**config.mk**
```make
export PLATFORM = sky130hd
export DESIGN_NAME = first_fit_heap_allocator
export DESIGN_NICKNAME = d
export VERILOG_FILES = /design/src/sv/ffha_pkg.sv /design/src/sv/first_fit_heap_allocator.sv
export SDC_FILE = /design/constraint.sdc
export NUM_CORES = 2
export LEC_CHECK = 0
export ABC_AREA = 1
export BUFFER_PORTS_ARGS = -buffer_cell sky130_fd_sc_hd__buf_2
export CORE_MARGIN = 10
export CORE_UTILIZATION = 30
export DETAILED_ROUTE_END_ITERATION = 7
export PLACE_DENSITY = 0.42
export RECOVER_POWER = 25
export SLEW_MARGIN = 20
export SYNTH_ARGS = -nofsm -noshare
export SYNTH_HDL_FRONTEND = slang
export SYNTH_SLANG_ARGS = --single-unit
export TNS_END_PERCENT = 5
```
**constraint.sdc**
```tcl
create_clock -name clock -period 18.8 [get_ports clock]
set_input_delay 2.82 -clock clock [delete_from_list [all_inputs] [get_ports clock]]
set_output_delay 2.82 -clock clock [all_outputs]
set_load 0.01 [all_outputs]
```
**src/sv/ffha_pkg.sv**
```systemverilog
`timescale 1ns / 1ps
// Shared types and constants for the first-fit heap allocator.
// Depends on nothing; the top level refers to it by scoped names.
package ffha_pkg;

   localparam int HEAP_BYTES_DEFAULT   = 1024;
   localparam int HEADER_BYTES_DEFAULT = 16;

   // Requests are rounded up to this alignment, and a split needs at least
   // a header plus this much room left over.
   localparam int ALIGN_BYTES = 8;
   localparam int ALIGN_MASK  = 7;

   localparam int SIZE_BITS   = 16;
   localparam int OFFSET_BITS = 10;
   localparam int WANT_BITS   = SIZE_BITS + 1;

   typedef enum logic {
      OP_ALLOC   = 1'b0,
      OP_RELEASE = 1'b1
   } op_type;

   typedef struct packed {
      logic                   operation;
      logic [SIZE_BITS-1:0]   request_size;
      logic [OFFSET_BITS-1:0] block_offset;
   } req_type;

   typedef struct packed {
      logic                   success;
      logic [OFFSET_BITS-1:0] payload_offset;
   } rsp_type;

endpackage

```
**src/sv/first_fit_heap_allocator.sv**
```systemverilog
`timescale 1ns / 1ps
// First-fit heap allocator; its structs and default constants come from ffha_pkg.
// The result strobe is registered at the accepting edge when no walk is needed. An allocate
// reads one header per block visited and writes one more header on a split. A release is
// rejected without a header, else absorbs each following free block up to a used one or the
// heap end. Busy is low under the strobe, so the next transaction can go at the edge that
// takes the result; the receiver cannot stall. The synchronous reset sweeps all HEAP/granule
// (128) header entries with busy high.

module first_fit_heap_allocator #(
   parameter int HEAP_BYTES   = ffha_pkg::HEAP_BYTES_DEFAULT,
   parameter int HEADER_BYTES = ffha_pkg::HEADER_BYTES_DEFAULT
) (
   input  logic              clock,
   input  logic              reset,
   input  logic              start,
   output logic              busy,
   input  ffha_pkg::req_type req_data,
   output logic              rsp_valid,
   output ffha_pkg::rsp_type rsp_data
);

   // Header positions always fall on multiples of the largest power of two (up to the
   // rounding alignment) that divides the header size, so the header memory has one
   // entry per granule of that size.
   localparam int GRAN_SHIFT = (HEADER_BYTES % 8 == 0) ? 3 :
                               (HEADER_BYTES % 4 == 0) ? 2 :
                               (HEADER_BYTES % 2 == 0) ? 1 : 0;
   localparam int DEPTH = (HEAP_BYTES + (1 << GRAN_SHIFT) - 1) >> GRAN_SHIFT;
   localparam int IW    = (DEPTH > 2) ? $clog2(DEPTH) : 1;
   // Payload sizes stay below the heap size; positions reach the heap end itself.
   localparam int SW    = $clog2(HEAP_BYTES);
   localparam int AW    = SW + 1;
   // Width used for comparisons against the 17-bit rounded request.
   localparam int CW    = ((AW > ffha_pkg::WANT_BITS) ? AW : ffha_pkg::WANT_BITS) + 1;
   localparam int EW    = SW + 2;

   typedef enum logic [8:0] {
      ST_CLEAR   = 9'b000000001,
      ST_IDLE    = 9'b000000010,
      ST_A_LOOK  = 9'b000000100,
      ST_A_EVAL  = 9'b000001000,
      ST_A_SPLIT = 9'b000010000,
      ST_R_LOOK  = 9'b000100000,
      ST_R_EVAL  = 9'b001000000,
      ST_R_NEXT  = 9'b010000000,
      ST_R_MERGE = 9'b100000000
   } state_type;

   // Header memory: each entry is {header present, free, payload size}.
   logic [EW-1:0] hdr_mem [DEPTH];

   state_type                state_ff, state_in;
   logic [IW-1:0]            clr_ff, clr_in;
   logic [AW-1:0]            pos_ff, pos_in;
   logic [AW-1:0]            base_ff, base_in;
   logic [SW-1:0]            acc_ff, acc_in;
   logic [ffha_pkg::WANT_BITS-1:0] want_ff, want_in;
   logic                     rsp_valid_ff, rsp_valid_in;
   ffha_pkg::rsp_type        rsp_data_ff, rsp_data_in;
   logic [EW-1:0]            rd_data_ff;

   logic                     rd_en;
   logic                     wr_en;
   logic [IW-1:0]            wr_idx;
   logic [EW-1:0]            wr_data;

   logic                     rd_head;
   logic                     rd_free;
   logic [SW-1:0]            rd_size;

   logic [AW-1:0]            step_base;
   logic [CW-1:0]            step_sum;
   logic                     pos_at_end;
   logic [CW-1:0]            want_cw;
   logic [CW-1:0]            rel_h_cw;
   logic [CW-1:0]            want_round;

   function automatic logic [IW-1:0] to_idx(input logic [AW-1:0] pos);
      return IW'(pos >> GRAN_SHIFT);
   endfunction

   assign rd_head = rd_data_ff[SW+1];
   assign rd_free = rd_data_ff[SW];
   assign rd_size = rd_data_ff[SW-1:0];

   // The walk adder: header position plus header plus payload size gives the next header.
   // It is shared by the allocate walk, the release start and every coalescing step.
   assign step_base  = (state_ff == ST_R_EVAL) ? base_ff : pos_ff;
   assign step_sum   = CW'(step_base) + CW'(HEADER_BYTES) + CW'(rd_size);
   assign pos_at_end = CW'(pos_ff) >= CW'(HEAP_BYTES);
   assign want_cw    = CW'(want_ff);
   assign rel_h_cw   = CW'(req_data.block_offset) - CW'(HEADER_BYTES);
   assign want_round = (CW'(req_data.request_size) + CW'(ffha_pkg::ALIGN_MASK))
                       & ~CW'(ffha_pkg::ALIGN_MASK);

   always_comb begin
      state_in     = state_ff;
      clr_in       = clr_ff;
      pos_in       = pos_ff;
      base_in      = base_ff;
      acc_in       = acc_ff;
      want_in      = want_ff;
      rsp_valid_in = 1'b0;
      rsp_data_in  = '0;
      rd_en        = 1'b0;
      wr_en        = 1'b0;
      wr_idx       = '0;
      wr_data      = '0;

      case (state_ff)
         ST_CLEAR: begin
            // One entry per cycle; entry 0 becomes the single free block spanning the heap.
            wr_en  = 1'b1;
            wr_idx = clr_ff;
            if (clr_ff == '0) begin
               wr_data = {1'b1, 1'b1, SW'(HEAP_BYTES - HEADER_BYTES)};
            end
            if (clr_ff == IW'(DEPTH - 1)) begin
               state_in = ST_IDLE;
            end else begin
               clr_in = clr_ff + IW'(1);
            end
         end

         ST_IDLE: begin
            if (start) begin
               if (req_data.operation == ffha_pkg::OP_ALLOC) begin
                  if (req_data.request_size == '0) begin
                     // A zero-byte allocate fails at once.
                     rsp_valid_in = 1'b1;
                  end else begin
                     want_in  = ffha_pkg::WANT_BITS'(want_round);
                     pos_in   = '0;
                     state_in = ST_A_LOOK;
                  end
               end else begin
                  if (req_data.block_offset == '0) begin
                     // Releasing null is a no-op that reports success.
                     rsp_valid_in        = 1'b1;
                     rsp_data_in.success = 1'b1;
                  end else if ((CW'(req_data.block_offset) < CW'(HEADER_BYTES)) ||
                               (rel_h_cw >= CW'(HEAP_BYTES)) ||
                               (((rel_h_cw >> GRAN_SHIFT) << GRAN_SHIFT) != rel_h_cw)) begin
                     // The header would lie outside the heap or off the header grid.
                     rsp_valid_in = 1'b1;
                  end else begin
                     pos_in   = AW'(rel_h_cw);
                     base_in  = AW'(rel_h_cw);
                     state_in = ST_R_LOOK;
                  end
               end
            end
         end

         ST_A_LOOK: begin
            if (pos_at_end) begin
               // Walked off the end of the heap: nothing fits.
               rsp_valid_in = 1'b1;
               state_in     = ST_IDLE;
            end else begin
               rd_en    = 1'b1;
               state_in = ST_A_EVAL;
            end
         end

         ST_A_EVAL: begin
            if (rd_free && (CW'(rd_size) >= want_cw)) begin
               if (CW'(rd_size) >= want_cw + CW'(HEADER_BYTES) + CW'(ffha_pkg::ALIGN_BYTES))
               begin
                  // Split: the tail becomes a new free block; the head is written next cycle.
                  wr_en    = 1'b1;
                  wr_idx   = to_idx(AW'(CW'(pos_ff) + CW'(HEADER_BYTES) + want_cw));
                  wr_data  = {1'b1, 1'b1,
                              SW'(CW'(rd_size) - want_cw - CW'(HEADER_BYTES))};
                  acc_in   = SW'(want_ff);
                  state_in = ST_A_SPLIT;
               end else begin
                  wr_en                      = 1'b1;
                  wr_idx                     = to_idx(pos_ff);
                  wr_data                    = {1'b1, 1'b0, rd_size};
                  rsp_valid_in               = 1'b1;
                  rsp_data_in.success        = 1'b1;
                  rsp_data_in.payload_offset =
                     ffha_pkg::OFFSET_BITS'(CW'(pos_ff) + CW'(HEADER_BYTES));
                  state_in                   = ST_IDLE;
               end
            end else begin
               pos_in   = AW'(step_sum);
               state_in = ST_A_LOOK;
            end
         end

         ST_A_SPLIT: begin
            wr_en                      = 1'b1;
            wr_idx                     = to_idx(pos_ff);
            wr_data                    = {1'b1, 1'b0, acc_ff};
            rsp_valid_in               = 1'b1;
            rsp_data_in.success        = 1'b1;
            rsp_data_in.payload_offset =
               ffha_pkg::OFFSET_BITS'(CW'(pos_ff) + CW'(HEADER_BYTES));
            state_in                   = ST_IDLE;
         end

         ST_R_LOOK: begin
            rd_en    = 1'b1;
            state_in = ST_R_EVAL;
         end

         ST_R_EVAL: begin
            if (!rd_head) begin
               // No block starts here: the release is rejected.
               rsp_valid_in = 1'b1;
               state_in     = ST_IDLE;
            end else begin
               // The freed header is written once, at the end, with the merged size.
               acc_in   = rd_size;
               pos_in   = AW'(step_sum);
               state_in = ST_R_NEXT;
            end
         end

         ST_R_NEXT: begin
            if (pos_at_end) begin
               wr_en               = 1'b1;
               wr_idx              = to_idx(base_ff);
               wr_data             = {1'b1, 1'b1, acc_ff};
               rsp_valid_in        = 1'b1;
               rsp_data_in.success = 1'b1;
               state_in            = ST_IDLE;
            end else begin
               rd_en    = 1'b1;
               state_in = ST_R_MERGE;
            end
         end

         ST_R_MERGE: begin
            if (rd_free) begin
               // Absorb the following free block and erase its header.
               wr_en    = 1'b1;
               wr_idx   = to_idx(pos_ff);
               wr_data  = '0;
               acc_in   = SW'(CW'(acc_ff) + CW'(HEADER_BYTES) + CW'(rd_size));
               pos_in   = AW'(step_sum);
               state_in = ST_R_NEXT;
            end else begin
               wr_en               = 1'b1;
               wr_idx              = to_idx(base_ff);
               wr_data             = {1'b1, 1'b1, acc_ff};
               rsp_valid_in        = 1'b1;
               rsp_data_in.success = 1'b1;
               state_in            = ST_IDLE;
            end
         end

         default: begin
            state_in = ST_IDLE;
         end
      endcase
   end

   always_ff @(posedge clock) begin
      if (reset) begin
         state_ff     <= ST_CLEAR;
         clr_ff       <= '0;
         rsp_valid_ff <= 1'b0;
      end else begin
         state_ff     <= state_in;
         clr_ff       <= clr_in;
         rsp_valid_ff <= rsp_valid_in;
      end
   end

   always_ff @(posedge clock) begin
      pos_ff      <= pos_in;
      base_ff     <= base_in;
      acc_ff      <= acc_in;
      want_ff     <= want_in;
      rsp_data_ff <= rsp_data_in;
   end

   // Single-port header memory with a registered read.
   always_ff @(posedge clock) begin
      if (wr_en) begin
         hdr_mem[wr_idx] <= wr_data;
      end
      if (rd_en) begin
         rd_data_ff <= hdr_mem[to_idx(pos_ff)];
      end
   end

   assign busy      = (state_ff != ST_IDLE);
   assign rsp_valid = rsp_valid_ff;
   assign rsp_data  = rsp_data_ff;

`ifndef NO_ASSERTIONS
   // Every answer is issued on the way back to idle.
   assert property (@(posedge clock) disable iff (reset)
      rsp_valid |-> (state_ff == ST_IDLE))
      else $error("result strobe outside idle");

   // An accepted transaction either answers at once or starts a walk.
   assert property (@(posedge clock) disable iff (reset)
      (start && !busy) |=> (busy || rsp_valid))
      else $error("accepted transaction produced neither a walk nor a result");

   // A failed transaction never reports a payload offset.
   assert property (@(posedge clock) disable iff (reset)
      (rsp_valid && !rsp_data.success) |-> (rsp_data.payload_offset == '0))
      else $error("failure carries a nonzero offset");

   // The header memory is only written while a walk or the reset sweep runs.
   assert property (@(posedge clock) disable iff (reset)
      wr_en |-> (state_ff != ST_IDLE))
      else $error("header memory written while idle");
`endif

endmodule

```
-- Word-level counts from Yosys, hierarchy flattened
Memory sizes are Yosys's and may differ from the RTL's. A register that Yosys moved wholly into a read port is not among the register bits.
Cells that the tools add are included.
- $add $sub $neg: 13
- order comparisons: 5
- eq/ne operators: 21
- mux-type cells: 63
- bitwise gates (word level): 5
- reductions and logical operators: 17
- operators with widths (cell ; count):
    two-way mux 11 bit ; 12
    one-hot mux 9 bit (8 select lines) ; 1
    two-way mux 9 bit ; 7
    one-hot mux 12 bit (5 select lines) ; 1
    two-way mux 12 bit ; 4
    one-hot mux 11 bit (4 select lines) ; 1
    two-way mux 10 bit ; 4
    one-hot mux 7 bit (5 select lines) ; 1
    one-hot mux 10 bit (3 select lines) ; 1
    two-way mux 7 bit ; 4
    adder 10 bit ; 2
    adder 10 x 5 -> 10 bit, second input constant ; 2
    one-hot mux 10 bit (2 select lines) ; 1
    adder 17 x 5 -> 18 bit, second input constant ; 1
    adder 18 x 4 -> 18 bit, second input constant ; 1
    >= comparator 10 x 18 -> 1 bit ; 1
    >= comparator 18 x 11 -> 1 bit, second input constant ; 1
    adder 16 x 3 -> 17 bit, second input constant ; 1
    >= comparator 10 x 17 -> 1 bit ; 1
    two-way mux 1 bit ; 17
    logical NOT 16 bit ; 1
    two-way mux 8 bit ; 2
    AND reduction 5 bit ; 3
    != test 2 bit, second input constant ; 7
    other kinds (38) ; 47
- flip-flop bits (word level): 74
- memory bits (writable): 1536
- input port bits: 30
- output and inout bits: 13
- word-level logic and storage cells: 134
- memories: 1
- memory list (name ; words ; bits a word ; read ports ; clocked after Yosys merged registers in ; wr ports ; line ; text):
    hdr_mem ; 128 ; 12 ; 1 ; 1 ; 1 ; first_fit_heap_allocator.sv:51 ; logic [EW-1:0] hdr_mem [DEPTH];

-- Depth between registers and ports, before layout
- word-level depth: 9
- gate-level depth with buffers: 23
- depth with buffers taken out: 22

-- Least setup slack after synthesis
No wires, ideal clock.
- path kind: reg-to-reg
- start: reg want_ff[3] (netlist name)
- end: mem hdr_mem[0][3] (netlist name), data pin
- setup time: 1198 ps
- arrival: 7349 ps
- data required time: 17602 ps
- setup slack: 10253 ps
- stages on the path, launching flop included: 15
- buffers on the path: 1
- period minus slack after synthesis: 8547 ps
- cell sequence: edfxtp_1 > inv_1 > ha_1 > inv_1 > nand4_1 > nor2_1 > xor2_1 > ha_1 > a21o_1 > nor2_1 > nand2_1 > o211ai_4 > nand3_2 > clkbuf_1 > o21ai_0
- longest elaborated chain between the ends: 6
- elaborated cells on any way between the ends: 10
- those cells by class: add/sub: 4; order compare: 2; mux: 3; reduce/logical: 1
- RTL lines (element ; line ; text):
    from (decl) ; first_fit_heap_allocator.sv:58 ; logic [ffha_pkg::WANT_BITS-1:0] want_ff, want_in;
    from (signal assigned) ; first_fit_heap_allocator.sv:278 ; want_ff <= want_in;
    adder 17 x 5 -> 18 bit ; first_fit_heap_allocator.sv:169 ; if (CW'(rd_size) >= want_cw + CW'(HEADER_BYTES) + CW'(ffha_pkg::ALIGN_BYTES))
    adder 18 x 4 -> 18 bit ; first_fit_heap_allocator.sv:169 ;
    >= comparator 10 x 18 -> 1 bit ; first_fit_heap_allocator.sv:169 ;
    two-way mux 11 bit ; first_fit_heap_allocator.sv:169 ;
    two-way mux 12 bit (*) ; first_fit_heap_allocator.sv:168 ; if (rd_free && (CW'(rd_size) >= want_cw)) begin
    one-hot mux 12 bit (5 select lines) (*) ; first_fit_heap_allocator.sv:111 ; case (state_ff)
    via wr_data[3] ; first_fit_heap_allocator.sv:66 ; logic [EW-1:0] wr_data;
    to (decl) ; first_fit_heap_allocator.sv:51 ;
Mark *: on every way through the listed nets, which the timed path passes. The rest lies on a longest branch.

-- Worst setup path in the final report
- start: reg want_ff[3] (netlist name)
- end: mem hdr_mem[21][4] (netlist name), data pin
Same word-level chain as after synthesis.

==> out/qor.yml <==
place:
  hpwl_mm: 132
  io_buffers: 42
  routabilityCongestion: 0.833
  dpl_worst_slack_ns: 13.00
routing:
  drt_iter0_markers: 4339
  detail-route-antenna-nets: 0
  drcViolationCount: 0
  totalWireLength_mm: 228
  first_pass_iters: 6
  dr_total_vias: 43500
  wl_per_cell_um: 27.4
  vias_per_cell: 5.23
global_routing:
  grt_use_total_pct: 18.1
  antenna_found_initial: 8
  grt_pass1_wl_mm: 322
  grt_overflow: 0
  grt_start_max_net_pins: 205
  grt_pass1_vias: 43100
setup_path:
  cp.arrival_ns: 11.09
  startpoint_type: "flop"
  criticalPathCategory: "flop to flop"
  cp_max_fo: 128
  end_kind: "flop"
  required_ns: 18.11
die:
  die_area_um2: 241000
  initial_utilization_pct: 30.2
  fp-row-count: 172
  fp.coreArea_um2: 220000
  dieWidth_um: 491
  io_pins: 43
  dieHeight_um: 491
yosys:
  netlist.area_leader.share_pct: 71.9
  yosys_warnings: 0
  yosysUniqueCellTypes: 53
  seq_area_frac_synth_pct: 72.7
  synth_edf_count: 1594
  synth.avg_cell_area_um2: 12.7
  synth_nets: 5370
  synthTopCellsByArea: "edfxtp_1, o21ai_0, nor2_1, o221ai_1, o22ai_1"
  ys.flop_type: "edfxtp_1"
  synthCells: 5260
  synth-async-reset-ratio_pct: 0
  yosysMostFrequentCell: "edfxtp_1"
  yosys-top-cells-count: "edfxtp_1, nor2_1, o21ai_0"
  ys_ff_latch: 1622
  synth_area_um2: 66600
  synth_largest_area_cell: "edfxtp_1"
clock_network:
  clkTransAtPathRegs_ns: 0.06
  cts_resized: 0
  h-tree-depth: 4
  cts_root_buf: "clkbuf_16"
  ctsHoldBuffers: 0
  cts_tree: "yes"
  tritoncts.num_buffers: 178
  cts_setup_buffers: 0
  cts_max_path_buffers: 3
  worstSkewPairLatency_ns: 0.85
  cts.sinks: 1622
timing:
  holdWs_ns: 0.496
  slew_violations: 835
  tightest_slew_ns: 9.43
  fmax_mhz: 84.9
  finClkSkew_ns: 0.0505
  setup_viol: 0
  final.period_utilization_pct: 62.7
  slew_headroom_pct: -529
  min_period_ns: 11.78
  finalHoldViolations: 0
  fin_ws_ns: 7.02
  rsz0062_at_grt: "false"
  finalSetupTns_ns: 0
job:
  max_cap_viol_count: 14
pwr:
  peakVddDrop_mv: 0.119
  power.density_nw_per_um2: 110
  leakage_uw: 0.0240
  p_total_uw: 8350
layout:
  area_growth_pct: 13.7
  fin_util_pct: 34.4
  nNetsFinal: 5315
  drive_above_1_share_pct: 8.65
status:
  violations: "max-capacitance violations, max-slew violations"
  status: "finished, violations left"
hold_path:
  holdCritPathClass: "flop to flop"
placed cells by master (no fill, tap or decap), types with 23 or more instances in the layout:
master,instances
clkinv_2,32
o21ai_0,805
clkbuf_1,65
buf_4,44
nand4_1,111
edfxtp_1,1594
dfxtp_1,28
clkinv_1,43
a21oi_1,46
ha_1,76
o221ai_1,164
nor2_2,78
nor2_1,915
clkbuf_16,181
o22ai_1,230
nand2_1,363
xor2_1,27
o211ai_1,40
nand3_1,157
inv_1,135
buf_2,23
layout make-up:
type	count	area, µm²
repair buffers	106	722
well taps	2958	3700
diodes	2	5.00
flip-flops and latches	1622	48400
clock inverters	110	1030
fillers	21700	144000
multi-input cells	3147	16500
inverters	150	587
clock buffers	216	4670
per-stage QoR:
step / area, µm² / std cells
CTS: 75700 / 8309
global route: 75700 / 8310
global placement: 70000 / 7983
detailed placement: 70000 / 7983
floorplan: 66600 / 5260
finish: 75700 / 8311
flip-flops by register name (all words and copies together), names as in the netlist:
signal      cells
acc_ff         10
state_ff        9
rsp_valid       1
pos_ff         11
rd_data_ff     12
want_ff        14
rsp_data       11
hdr_mem      1536
base_ff        11
clr_ff          7
final timing paths:
check                  start             end  slack [ns]  depth (start not counted)
setup reg to reg  want_ff[3]  hdr_mem[21][4]        7.02                         14
setup / recovery  want_ff[3]  hdr_mem[21][4]        7.02                         14
hold reg to reg    clr_ff[5]       clr_ff[5]        0.50                          1
hold / removal     clr_ff[5]       clr_ff[5]        0.50                          1
worst max-delay path, stage by stage, from the launching register on:
cell and delay, ns:
edfxtp_1 0.47, inv_1 0.15, ha_1 0.30, inv_1 0.08, nand4_1 0.11, nor2_1 0.15, xor2_1 0.17, ha_1 0.26
a21o_1 0.15, nor2_1 0.13, nand2_1 0.09, o211ai_1 0.49, nand3_1 0.81, o221ai_4 0.38, clkbuf_1 6.35
power breakdown:
part / total, µW / internal (µW) / leakage [µW] / switching [µW]
Combinational: 620 / 61.4 / 0.00652 / 558
Sequential: 4260 / 4250 / 0.0147 / 7.96
Clock: 3470 / 1960 / 0.00277 / 1510
Total: 8350 / 6270 / 0.0240 / 2080
cell families after synthesis:
family	after synthesis	share of synthesized area, %
compound gates	1333	11.8
fa+ha+maj	80	1.55
buf+inv	491	2.81
simple gates	1694	10.6
xor+xnor	40	0.526
flops	1622	72.7
metal layers:
metal / routed length [µm] / track usage (%) / up-vias
met5: 13 / 0 / -
met4: 8020 / 6.63 / 2
met1: 102000 / 25.0 / 22200
met2: 104000 / 28.3 / 1395
met3: 13700 / 3.62 / 359
li1: - / - / 19500
No activity file was read; power rests on OpenSTA's default activity.
